`config.mk`:
```
export PLATFORM = sky130hd
export DESIGN_NAME = sha256_message_hasher_unit
export DESIGN_NICKNAME = d
export VERILOG_FILES = /design/src/design/sha_pkg.sv /design/src/design/sha_front.sv /design/src/design/sha_fifo.sv /design/src/design/sha_back.sv /design/src/design/sha256_message_hasher_unit.sv
export SDC_FILE = /design/constraint.sdc
export NUM_CORES = 2
export LEC_CHECK = 0
export ABC_AREA = 1
export BUFFER_PORTS_ARGS = -buffer_cell sky130_fd_sc_hd__buf_2
export CORE_UTILIZATION = 25
export DETAILED_ROUTE_END_ITERATION = 8
export GPL_TIMING_DRIVEN = 0
export SLEW_MARGIN = 20
export SYNTH_ARGS = -nofsm -noshare
export SYNTH_HDL_FRONTEND = slang
export SYNTH_SLANG_ARGS = --single-unit
```
`constraint.sdc`:
```
create_clock -name clk -period 13.3 [get_ports clk]
set_input_delay 2.66 -clock clk [delete_from_list [all_inputs] [get_ports clk]]
set_output_delay 2.66 -clock clk [all_outputs]
set_load 0.03 [all_outputs]
```
`src/design/sha_pkg.sv`:
```
package sha_pkg;

	localparam int QUEUE_DEPTH_DEF = 4;

	localparam logic [1:0] KIND_ABSORB     = 2'd0;
	localparam logic [1:0] KIND_ABSORB_FIN = 2'd1;
	localparam logic [1:0] KIND_FIN        = 2'd2;

	localparam logic [1:0] OP_ABSORB     = 2'd0;
	localparam logic [1:0] OP_ABSORB_FIN = 2'd1;
	localparam logic [1:0] OP_FIN        = 2'd2;

	localparam logic [7:0] PAD_MARKER = 8'h80;
	localparam logic [5:0] LEN_SLOT   = 6'd56;
	localparam logic [5:0] LAST_BYTE  = 6'd63;
	localparam logic [5:0] LAST_ROUND = 6'd63;
	localparam logic [2:0] LAST_INDEX = 3'd7;

	typedef struct packed {
		logic [1:0] kind;
		logic [7:0] data;
	} item_t;

	localparam logic [31:0] IV [8] = '{
		32'h6a09e667, 32'hbb67ae85, 32'h3c6ef372, 32'ha54ff53a,
		32'h510e527f, 32'h9b05688c, 32'h1f83d9ab, 32'h5be0cd19
	};

	function automatic logic [31:0] round_k(input logic [5:0] t);
		logic [31:0] k;
		case (t)
			6'd0:  k = 32'h428a2f98;  6'd1:  k = 32'h71374491;
			6'd2:  k = 32'hb5c0fbcf;  6'd3:  k = 32'he9b5dba5;
			6'd4:  k = 32'h3956c25b;  6'd5:  k = 32'h59f111f1;
			6'd6:  k = 32'h923f82a4;  6'd7:  k = 32'hab1c5ed5;
			6'd8:  k = 32'hd807aa98;  6'd9:  k = 32'h12835b01;
			6'd10: k = 32'h243185be;  6'd11: k = 32'h550c7dc3;
			6'd12: k = 32'h72be5d74;  6'd13: k = 32'h80deb1fe;
			6'd14: k = 32'h9bdc06a7;  6'd15: k = 32'hc19bf174;
			6'd16: k = 32'he49b69c1;  6'd17: k = 32'hefbe4786;
			6'd18: k = 32'h0fc19dc6;  6'd19: k = 32'h240ca1cc;
			6'd20: k = 32'h2de92c6f;  6'd21: k = 32'h4a7484aa;
			6'd22: k = 32'h5cb0a9dc;  6'd23: k = 32'h76f988da;
			6'd24: k = 32'h983e5152;  6'd25: k = 32'ha831c66d;
			6'd26: k = 32'hb00327c8;  6'd27: k = 32'hbf597fc7;
			6'd28: k = 32'hc6e00bf3;  6'd29: k = 32'hd5a79147;
			6'd30: k = 32'h06ca6351;  6'd31: k = 32'h14292967;
			6'd32: k = 32'h27b70a85;  6'd33: k = 32'h2e1b2138;
			6'd34: k = 32'h4d2c6dfc;  6'd35: k = 32'h53380d13;
			6'd36: k = 32'h650a7354;  6'd37: k = 32'h766a0abb;
			6'd38: k = 32'h81c2c92e;  6'd39: k = 32'h92722c85;
			6'd40: k = 32'ha2bfe8a1;  6'd41: k = 32'ha81a664b;
			6'd42: k = 32'hc24b8b70;  6'd43: k = 32'hc76c51a3;
			6'd44: k = 32'hd192e819;  6'd45: k = 32'hd6990624;
			6'd46: k = 32'hf40e3585;  6'd47: k = 32'h106aa070;
			6'd48: k = 32'h19a4c116;  6'd49: k = 32'h1e376c08;
			6'd50: k = 32'h2748774c;  6'd51: k = 32'h34b0bcb5;
			6'd52: k = 32'h391c0cb3;  6'd53: k = 32'h4ed8aa4a;
			6'd54: k = 32'h5b9cca4f;  6'd55: k = 32'h682e6ff3;
			6'd56: k = 32'h748f82ee;  6'd57: k = 32'h78a5636f;
			6'd58: k = 32'h84c87814;  6'd59: k = 32'h8cc70208;
			6'd60: k = 32'h90befffa;  6'd61: k = 32'ha4506ceb;
			6'd62: k = 32'hbef9a3f7;  6'd63: k = 32'hc67178f2;
			default: k = 32'h0;
		endcase
		return k;
	endfunction

endpackage

```
`src/design/sha_front.sv`:
```
module sha_front
	import sha_pkg::*;
(
	input  logic       clk,
	input  logic       arst_n,
	input  logic       in_valid,
	output logic       in_stall,
	input  logic [1:0] opcode,
	input  logic [7:0] data_byte,
	output logic       push,
	output item_t      push_item,
	input  logic       q_full
);

	logic  vld_s1;
	item_t item_s1;
	logic  accept;
	logic  keep;
	item_t cls;

	assign in_stall  = vld_s1 && q_full;
	assign accept    = in_valid && !in_stall;
	assign push      = vld_s1 && !q_full;
	assign push_item = item_s1;

	// classify; the unused opcode is taken and dropped
	always_comb begin
		keep     = 1'b1;
		cls.data = data_byte;
		case (opcode)
			OP_ABSORB:     cls.kind = KIND_ABSORB;
			OP_ABSORB_FIN: cls.kind = KIND_ABSORB_FIN;
			OP_FIN:        cls.kind = KIND_FIN;
			default: begin
				cls.kind = KIND_FIN;
				keep     = 1'b0;
			end
		endcase
	end

	always_ff @(posedge clk or negedge arst_n) begin
		if (!arst_n) begin
			vld_s1 <= 1'b0;
		end else if (accept) begin
			vld_s1 <= keep;
		end else if (push) begin
			vld_s1 <= 1'b0;
		end
	end

	always_ff @(posedge clk) begin
		if (accept) begin
			item_s1 <= cls;
		end
	end

endmodule

```
`src/design/sha_fifo.sv`:
```
module sha_fifo
	import sha_pkg::*;
#(
	parameter int DEPTH = QUEUE_DEPTH_DEF
) (
	input  logic  clk,
	input  logic  arst_n,
	input  logic  push,
	input  item_t push_item,
	output logic  full,
	input  logic  pop,
	output item_t pop_item,
	output logic  empty
);

	localparam int AW = (DEPTH > 1) ? $clog2(DEPTH) : 1;
	localparam int CW = $clog2(DEPTH + 1);

	item_t         mem_q [DEPTH];
	logic [AW-1:0] wr_q;
	logic [AW-1:0] rd_q;
	logic [CW-1:0] cnt_q;

	assign full     = (cnt_q == CW'(DEPTH));
	assign empty    = (cnt_q == '0);
	assign pop_item = mem_q[rd_q];

	function automatic logic [AW-1:0] bump(input logic [AW-1:0] p);
		return (p == AW'(DEPTH - 1)) ? '0 : p + 1'b1;
	endfunction

	always_ff @(posedge clk or negedge arst_n) begin
		if (!arst_n) begin
			wr_q  <= '0;
			rd_q  <= '0;
			cnt_q <= '0;
		end else begin
			if (push) begin
				wr_q <= bump(wr_q);
			end
			if (pop) begin
				rd_q <= bump(rd_q);
			end
			if (push && !pop) begin
				cnt_q <= cnt_q + 1'b1;
			end else if (pop && !push) begin
				cnt_q <= cnt_q - 1'b1;
			end
		end
	end

	always_ff @(posedge clk) begin
		if (push) begin
			mem_q[wr_q] <= push_item;
		end
	end

endmodule

```
`src/design/sha_back.sv`:
```
module sha_back
	import sha_pkg::*;
(
	input  logic        clk,
	input  logic        arst_n,
	input  logic        q_empty,
	input  item_t       q_item,
	output logic        pop,
	output logic        out_valid,
	input  logic        out_stall,
	output logic [31:0] digest_word,
	output logic [2:0]  word_index,
	output logic        last_word
);

	localparam logic [2:0] S_IDLE  = 3'd0;
	localparam logic [2:0] S_ROUND = 3'd1;
	localparam logic [2:0] S_FOLD  = 3'd2;
	localparam logic [2:0] S_MARK  = 3'd3;
	localparam logic [2:0] S_ZERO  = 3'd4;
	localparam logic [2:0] S_LEN   = 3'd5;
	localparam logic [2:0] S_OUT   = 3'd6;

	logic [2:0]   state_q;
	logic [2:0]   ret_q;
	logic [5:0]   cnt_q;
	logic [5:0]   rnd_q;
	logic [63:0]  bits_q;
	logic [2:0]   idx_q;
	logic [31:0]  chain_q [8];
	logic [31:0]  wk_q [8];
	logic [511:0] win_q;
	logic         out_valid_q;
	logic [31:0]  dw_q;
	logic [2:0]   wi_q;
	logic         lw_q;

	logic         shift_en;
	logic [7:0]   shift_byte;
	logic [2:0]   next_st;
	logic [2:0]   ret_st;
	logic         blk_done;
	logic         out_load;

	logic [31:0] w0, w1, w9, w14, w16;
	logic [31:0] t1, t2;

	function automatic logic [31:0] rotr(input logic [31:0] x, input int n);
		return (x >> n) | (x << (32 - n));
	endfunction

	assign out_valid   = out_valid_q;
	assign digest_word = dw_q;
	assign word_index  = wi_q;
	assign last_word   = lw_q;

	assign pop      = (state_q == S_IDLE) && !q_empty;
	assign blk_done = shift_en && (cnt_q == LAST_BYTE);
	assign out_load = (state_q == S_OUT) && (!out_valid_q || !out_stall);

	always_comb begin
		shift_en   = 1'b0;
		shift_byte = q_item.data;
		next_st    = state_q;
		ret_st     = state_q;
		case (state_q)
			S_IDLE: begin
				shift_en = pop && (q_item.kind != KIND_FIN);
				next_st  = (q_item.kind == KIND_ABSORB) ? S_IDLE : S_MARK;
				ret_st   = next_st;
			end
			S_MARK: begin
				shift_en   = 1'b1;
				shift_byte = PAD_MARKER;
				next_st    = S_ZERO;
				ret_st     = S_ZERO;
			end
			S_ZERO: begin
				shift_en   = (cnt_q != LEN_SLOT);
				shift_byte = 8'h00;
				next_st    = shift_en ? S_ZERO : S_LEN;
				ret_st     = S_ZERO;
			end
			S_LEN: begin
				shift_en   = 1'b1;
				shift_byte = bits_q[63:56];
				next_st    = S_LEN;
				ret_st     = S_OUT;
			end
			default: begin
				shift_en = 1'b0;
			end
		endcase
	end

	// message schedule runs in place: w[t] always sits in the top word
	assign w0  = win_q[511:480];
	assign w1  = win_q[479:448];
	assign w9  = win_q[223:192];
	assign w14 = win_q[63:32];
	assign w16 = (rotr(w14, 17) ^ rotr(w14, 19) ^ (w14 >> 10)) + w9
		+ (rotr(w1, 7) ^ rotr(w1, 18) ^ (w1 >> 3)) + w0;

	assign t1 = wk_q[7] + (rotr(wk_q[4], 6) ^ rotr(wk_q[4], 11) ^ rotr(wk_q[4], 25))
		+ ((wk_q[4] & wk_q[5]) ^ (~wk_q[4] & wk_q[6])) + round_k(rnd_q) + w0;
	assign t2 = (rotr(wk_q[0], 2) ^ rotr(wk_q[0], 13) ^ rotr(wk_q[0], 22))
		+ ((wk_q[0] & wk_q[1]) ^ (wk_q[0] & wk_q[2]) ^ (wk_q[1] & wk_q[2]));

	always_ff @(posedge clk or negedge arst_n) begin
		if (!arst_n) begin
			state_q     <= S_IDLE;
			ret_q       <= S_IDLE;
			cnt_q       <= '0;
			rnd_q       <= '0;
			bits_q      <= '0;
			idx_q       <= '0;
			out_valid_q <= 1'b0;
			for (int i = 0; i < 8; i++) begin
				chain_q[i] <= IV[i];
			end
		end else begin
			if (pop && (q_item.kind != KIND_FIN)) begin
				bits_q <= bits_q + 64'd8;
			end
			if (state_q == S_LEN) begin
				bits_q <= {bits_q[55:0], 8'h00};
			end
			if (blk_done) begin
				cnt_q   <= '0;
				rnd_q   <= '0;
				ret_q   <= ret_st;
				state_q <= S_ROUND;
			end else if (shift_en) begin
				cnt_q   <= cnt_q + 1'b1;
				state_q <= next_st;
			end else if (state_q == S_IDLE && pop) begin
				state_q <= next_st;
			end else if (state_q == S_ZERO) begin
				state_q <= next_st;
			end
			if (state_q == S_ROUND) begin
				rnd_q <= rnd_q + 1'b1;
				if (rnd_q == LAST_ROUND) begin
					state_q <= S_FOLD;
				end
			end
			if (state_q == S_FOLD) begin
				for (int i = 0; i < 8; i++) begin
					chain_q[i] <= chain_q[i] + wk_q[i];
				end
				state_q <= ret_q;
			end
			if (out_load) begin
				out_valid_q <= 1'b1;
				idx_q       <= idx_q + 1'b1;
				if (idx_q == LAST_INDEX) begin
					// digest is out; start the next message fresh
					for (int i = 0; i < 8; i++) begin
						chain_q[i] <= IV[i];
					end
					bits_q  <= '0;
					state_q <= S_IDLE;
				end
			end else if (!out_stall) begin
				out_valid_q <= 1'b0;
			end
		end
	end

	always_ff @(posedge clk) begin
		if (shift_en) begin
			win_q <= {win_q[503:0], shift_byte};
		end
		if (blk_done) begin
			for (int i = 0; i < 8; i++) begin
				wk_q[i] <= chain_q[i];
			end
		end
		if (state_q == S_ROUND) begin
			win_q   <= {win_q[479:0], w16};
			wk_q[7] <= wk_q[6];
			wk_q[6] <= wk_q[5];
			wk_q[5] <= wk_q[4];
			wk_q[4] <= wk_q[3] + t1;
			wk_q[3] <= wk_q[2];
			wk_q[2] <= wk_q[1];
			wk_q[1] <= wk_q[0];
			wk_q[0] <= t1 + t2;
		end
		if (out_load) begin
			dw_q <= chain_q[idx_q];
			wi_q <= idx_q;
			lw_q <= (idx_q == LAST_INDEX);
		end
	end

endmodule

```
`src/design/sha256_message_hasher_unit.sv`:
```
// channel | direction | handshake           | fields
// in      | input     | in_valid / in_stall   | opcode[1:0], data_byte[7:0]
// out     | output    | out_valid / out_stall | digest_word[31:0], word_index[2:0], last_word
//
// The back end takes one queued byte per cycle into the schedule window while it is
// idle; a full block then holds it for the rounds and the fold on the single round
// unit. A finish pads byte by byte up to the block end (one or two more blocks), then
// issues eight words. Reset loads the initial hash values and clears all counters;
// no clearing pass. A stalled output holds its word; the front and queue take up to
// QUEUE_DEPTH + 1 more words (five by default).
module sha256_message_hasher_unit
	import sha_pkg::*;
#(
	parameter int QUEUE_DEPTH = QUEUE_DEPTH_DEF
) (
	input  logic        clk,
	input  logic        arst_n,
	input  logic        in_valid,
	output logic        in_stall,
	input  logic [1:0]  opcode,
	input  logic [7:0]  data_byte,
	output logic        out_valid,
	input  logic        out_stall,
	output logic [31:0] digest_word,
	output logic [2:0]  word_index,
	output logic        last_word
);

	logic  push;
	item_t push_item;
	logic  q_full;
	logic  pop;
	item_t pop_item;
	logic  q_empty;

	sha_front u_front (
		.clk       (clk),
		.arst_n    (arst_n),
		.in_valid  (in_valid),
		.in_stall  (in_stall),
		.opcode    (opcode),
		.data_byte (data_byte),
		.push      (push),
		.push_item (push_item),
		.q_full    (q_full)
	);

	sha_fifo #(
		.DEPTH (QUEUE_DEPTH)
	) u_fifo (
		.clk       (clk),
		.arst_n    (arst_n),
		.push      (push),
		.push_item (push_item),
		.full      (q_full),
		.pop       (pop),
		.pop_item  (pop_item),
		.empty     (q_empty)
	);

	sha_back u_back (
		.clk         (clk),
		.arst_n      (arst_n),
		.q_empty     (q_empty),
		.q_item      (pop_item),
		.pop         (pop),
		.out_valid   (out_valid),
		.out_stall   (out_stall),
		.digest_word (digest_word),
		.word_index  (word_index),
		.last_word   (last_word)
	);

endmodule

```
After elaboration in Yosys (flattened, before gate mapping)
Memories as Yosys holds them, arrays and structs flattened. Index checks and enable logic that the tools add are counted.

Bits in registers: 908. Latch bits: 0. Bits in writable memories: 296. ROM bits: 2048. Output and inout port bits: 38. Logic and storage cells: 193. Memories kept: 3.

Memories: (name not given) (words 64, width 32, rd ports 1, clocked after Yosys merged registers in 0, wr ports 0, line sha_pkg.sv:31) `case (t)`; u_back.wk_q (words 8, width 32, rd ports 8, clocked after Yosys merged registers in 0, wr ports 8, line sha_back.sv:31) `logic [31:0] wk_q [8];`; u_fifo.mem_q (words 4, width 10, rd ports 1, clocked after Yosys merged registers in 0, wr ports 1, line sha_fifo.sv:19) `item_t mem_q [DEPTH];`.

$add $sub $neg: 26. Multipliers: 0. Div/mod/pow operators: 0. Magnitude comparators: 1. Eq/ne operators: 17. Shift-type cells: 0. Mux-type cells: 55. Bitwise gates (word level): 36. Reduce and logical (&&, ||, !) cells: 30.

Operator list (number): 2-to-1 mux 512 bit (2); 2-to-1 mux 256 bit (3); adder 32 bit (18); 2-to-1 mux 32 bit (10); XOR 32 bit (9); 2-to-1 mux 64 bit (4); AND 32 bit (5); binary-select mux 32 bit (select 3 bit) (1); adder 64 x 4 -> 64 bit (second input constant) (1); 2-to-1 mux 3 bit (11); NOT 32 bit (1); bitwise OR 10 x 32 -> 32 bit (1); bitwise OR 13 x 32 -> 32 bit (1); bitwise OR 14 x 32 -> 32 bit (1); bitwise OR 15 x 32 -> 32 bit (1); bitwise OR 19 x 32 -> 32 bit (1); bitwise OR 21 x 32 -> 32 bit (1); bitwise OR 25 x 32 -> 32 bit (1); bitwise OR 26 x 32 -> 32 bit (1); bitwise OR 30 x 32 -> 32 bit (1); bitwise OR 7 x 32 -> 32 bit (1); XOR 32 x 22 -> 32 bit (1); XOR 32 x 29 -> 32 bit (1); 2-to-1 mux 6 bit (4); 31 further kinds (84).

Logic depth before layout (Yosys ltp)
An unclocked memory read counts as a cell.

Depth after elaboration: 13. Mapped depth: 45. Mapped depth without buffers: 44.

By module
From an unflattened synthesis, not the netlist that was laid out.

Cell total of the unflattened synthesis: 10571. Area total of the unflattened synthesis: 85001.5 µm².

By module, submodules not included: sha_back (instances 1, cells each 10379, area an instance 82581.7 µm², seq. area each 32871.5 µm²); sha_fifo (instances 1, cells each 169, area an instance 2044.5 µm², seq. area each 1376.3 µm²); sha_front (instances 1, cells each 23, area an instance 375.4 µm², seq. area each 325.3 µm²).

Worst setup path after synthesis
No wires, ideal clock.

Path type: reg-to-reg. From: register u_back.state_q[0]. To: register u_back.win_q[0], enable pin. Setup time: 3634 ps. Arrival: 9636 ps. Slack: 29 ps. Cell stages (with the launch flop): 9. Path buffers: 2. Period minus slack after synthesis: 13271 ps. Cell sequence: dfrtp_1 -> inv_2 -> nor2_2 -> inv_2 -> nor2_2 -> inv_2 -> clkbuf_1 -> clkbuf_1 -> nand2_1.

Longest elaborated chain between the ends: 5.

RTL lines: from (decl) (line sha_back.sv:24) `logic [2:0] state_q;`; from (signal assigned) (line sha_back.sv:135) `state_q <= next_st;`; from (signal assigned) (line sha_back.sv:137) `state_q <= next_st;`; from (signal assigned) (line sha_back.sv:139) `state_q <= next_st;`; zero test 3 bit (line sha_back.sv:57, sha_back.sv:66); logical AND 1 bit (line sha_back.sv:57) `assign pop = (state_q == S_IDLE) && !q_empty;`; logical AND 1 bit (line sha_back.sv:68) `shift_en = pop && (q_item.kind != KIND_FIN);`; one-hot mux 1 bit (3 select lines) (line sha_back.sv:66) `case (state_q)`; nonzero test 2 bit (no source line) (*); to (signal assigned) (line sha_back.sv:172) `win_q <= {win_q[503:0], shift_byte};`; to (signal assigned) (line sha_back.sv:180) `win_q <= {win_q[479:0], w16};`; to (decl) (line sha_back.sv:32) `logic [511:0] win_q;`.

Every way passes the cells marked *; elsewhere a longest branch is shown, timed or not. A chain may end at the register's enable or synchronous reset.

==> impl_metrics.yaml <==
timing:
  fin_worst_skew_ns: 0.0710
  fmax_mhz: 96.5
  rsz0062_at_grt: "false"
  maxSlewHeadroom_pct: 11.7
  fin_crit_ns: 10.36
  hold_viol: 0
  worst_slew_pin_slew_ns: 1.31
  fin_crit_sh_pct: 77.9
  fin_ws_ns: 2.94
  worst_hold_slack_ns: 0.475
  tns_ns: 0
  setup_viol: 0
  drv_slew: 0
clock_tree:
  clk_pin_slew_worst_paths_ns: 0.07
  cts.repair.resized: 0
  clockBufferDepth: 4
  cts_sinks: 1204
  cts_made_buffers: 148
  cts_tree: "yes"
  htreeDepth: 4
  post_cts_buffers: 0
  clk_latency_ns: 0.87
  cts_hold_buffers: 0
  root_buffer: "clkbuf_16"
routing:
  antenna_left: 0
  wl_per_cell_um: 25.2
  drt_iter0_markers: 11574
  via_count: 81754
  via_per_inst: 5.18
  dr.pass1.iters: 6
  drc: 0
  routed_wl_um: 398000
placement:
  dp_hpwl_um: 317000
  place_inst: 15505
  place_area_mm2: 0.0929
  post-place-ws_ns: 3.43
  gp_congestion: 1.06
  port_buffers: 51
setup_path:
  cp_common_cell: "nand2_1"
  reg2reg_slack_ns: 2.94
  cp_max_fo: 9
  crit_slowest_cell: "xor2_1"
  worst-setup-path-type: "reg -> reg"
  cp-end-kind: "register"
  critical-path-max-stage-delay_ns: 1.00
  worst-path-buf-inv: 7
  crit_family: "adder cells"
  worstPathArrival_ns: 10.94
  crit_required_ns: 13.88
  critPathLaunchType: "register"
global_routing:
  grt_max_degree: 84
  antenna_found_initial: 24
  grt_usage_pct: 22.2
  grt_pass1_vias: 76256
  grt_pass1_wl_um: 558000
  grt_overflow: 0
synth:
  synth_seq_cells: 1204
  synth_edf_count: 854
  synth_area_leaders: "edfxtp_1 30%, nand2_1 11%, o21ai_0 8.0%"
  yosysWarnings: 0
  syn_nets: 11481
  async_flop_share_pct: 29.1
  netlist_top_cells_count: "2445 x nand2_1, 1474 x inv_1, 1385 x o21ai_0, 854 x edfxtp_1, 755 x a21oi_1"
  synth-main-ff-cell: "edfxtp_1"
  yosysTopAreaCellShare_pct: 29.7
  avgSynthCellArea_um2: 7.93
  syn_inst: 10868
  synth.distinct_cells: 70
  netlist_area_mm2: 0.0862
  yosysMostFrequentCell: "nand2_1"
  ys_seq_area_share_pct: 40.1
  synth_top_area_cell: "edfxtp_1"
finish:
  regArea_mm2: 0.0346
  nets: 11711
  fill_cells: 37044
  drive_above_1_share_pct: 6.21
  layout-area-overhead-vs-synth_pct: 13.3
  stdcell_area_mm2: 0.0977
  multi_input_area_mm2: 0.0441
  fin_util_pct: 28.5
  layoutNonFillerInstCount: 15778
die:
  dieArea_mm2: 0.347
  start_util_pct: 25.1
  die_x_um: 589
  dieHeight_um: 589
  io_pins: 52
  placementRows: 215
  coreArea_mm2: 0.343
worst_hold_path:
  hold_class: "reg -> reg"
status:
  status: "completed"
power_and_ir_drop:
  power.density_mw_per_mm2: 84.5
  ir_drop_mv: 0.116
  p_leak_nw: 45.2
  finalPower_mw: 8.26
run:
  max_cap_viol_count: 0
-- cell families (layout without fill, tap and decap cells) --
logic type / after synthesis / after routing / synth area share, %
simple gates: 3957 / 3957 / 18.8
compound gates: 2721 / 2721 / 17.4
buf+inv: 1952 / 2292 / 8.79
flops: 1204 / 1204 / 40.1
fa+ha+maj: 624 / 624 / 10.7
xor+xnor: 378 / 378 / 3.84
mux: 32 / 32 / 0.376
other cells: 0 / 13 / 0
-- layout by cell type (no fill, tap or decap), types with 23 or more instances in the layout --
| cell | n |
|---|---|
| a21oi_1 | 755 |
| a21boi_0 | 24 |
| o21a_1 | 27 |
| clkinv_1 | 23 |
| dfrtp_1 | 214 |
| o22ai_1 | 26 |
| nand4_1 | 81 |
| ha_1 | 403 |
| mux2i_1 | 29 |
| nand2_1 | 2443 |
| fa_1 | 196 |
| o21ai_0 | 1382 |
| o21ai_1 | 29 |
| xnor2_1 | 151 |
| o211ai_1 | 152 |
| nor2_1 | 725 |
| inv_1 | 1473 |
| maj3_1 | 25 |
| o21bai_1 | 84 |
| nor3_1 | 100 |
| edfxtp_1 | 854 |
| buf_2 | 204 |
| a221oi_1 | 25 |
| xor2_1 | 225 |
| nand3b_1 | 27 |
| nand3_1 | 487 |
| a21o_1 | 62 |
| a31oi_1 | 84 |
| clkbuf_16 | 150 |
| clkbuf_1 | 293 |
| dfstp_2 | 136 |
-- registers in the layout, indices dropped and copies added (netlist names) --
| signal | flops |
|---|---|
| u_back.cnt_q | 6 |
| u_fifo.mem_q | 40 |
| u_back.wk_q | 256 |
| u_back.last_word | 1 |
| u_fifo.wr_q | 2 |
| u_front.vld_s1 | 1 |
| u_back.state_q | 3 |
| u_back.bits_q | 64 |
| u_front.push_item | 10 |
| u_back.idx_q | 3 |
| u_back.win_q | 512 |
| u_back.digest_word | 32 |
| u_back.chain_q | 256 |
| u_back.word_index | 3 |
| u_back.out_valid | 1 |
| u_fifo.cnt_q | 3 |
| u_back.ret_q | 3 |
| u_back.rnd_q | 6 |
| u_fifo.rd_q | 2 |
-- layout make-up --
| class | count | share of cell area [%] |
|---|---|---|
| sequential | 1204 | 35.4 |
| inverter | 1485 | 5.70 |
| multi-input combinational | 7712 | 45.1 |
| clock inverter | 76 | 0.777 |
| antenna | 13 | 0.0333 |
| timing repair buffer | 80 | 1.01 |
| buffer | 467 | 2.07 |
| clock buffer | 184 | 4.05 |
| tap | 4557 | 5.83 |
-- report_power, final --
group          switching [mW]  internal, mW  total [mW]
Combinational          0.0729        0.0241      0.0969
Sequential             0.0138          4.02        4.04
Clock                    1.75          2.37        4.13
Total                    1.84          6.42        8.26
-- routing by layer --
metal,GRT usage [%],routed length (µm)
met5,0,71
met4,13.5,28300
met3,5.01,42900
met2,32.9,167000
met1,29.3,161000
-- final timing paths --
kind	cells after the start	end	start
worst max-delay path	37	u_back.wk_q[0][31]	u_back.rnd_q[1]
worst min-delay path	0	u_fifo.mem_q[0][4]	u_front.push_item[4]
worst max register to register	37	u_back.wk_q[0][31]	u_back.rnd_q[1]
worst min register to register	0	u_fifo.mem_q[0][4]	u_front.push_item[4]
max in group asynchronous	3	u_back.chain_q[91]	arst_n
min in group asynchronous	1	u_back.bits_q[19]	arst_n
(Power assumes the default switching activity.)
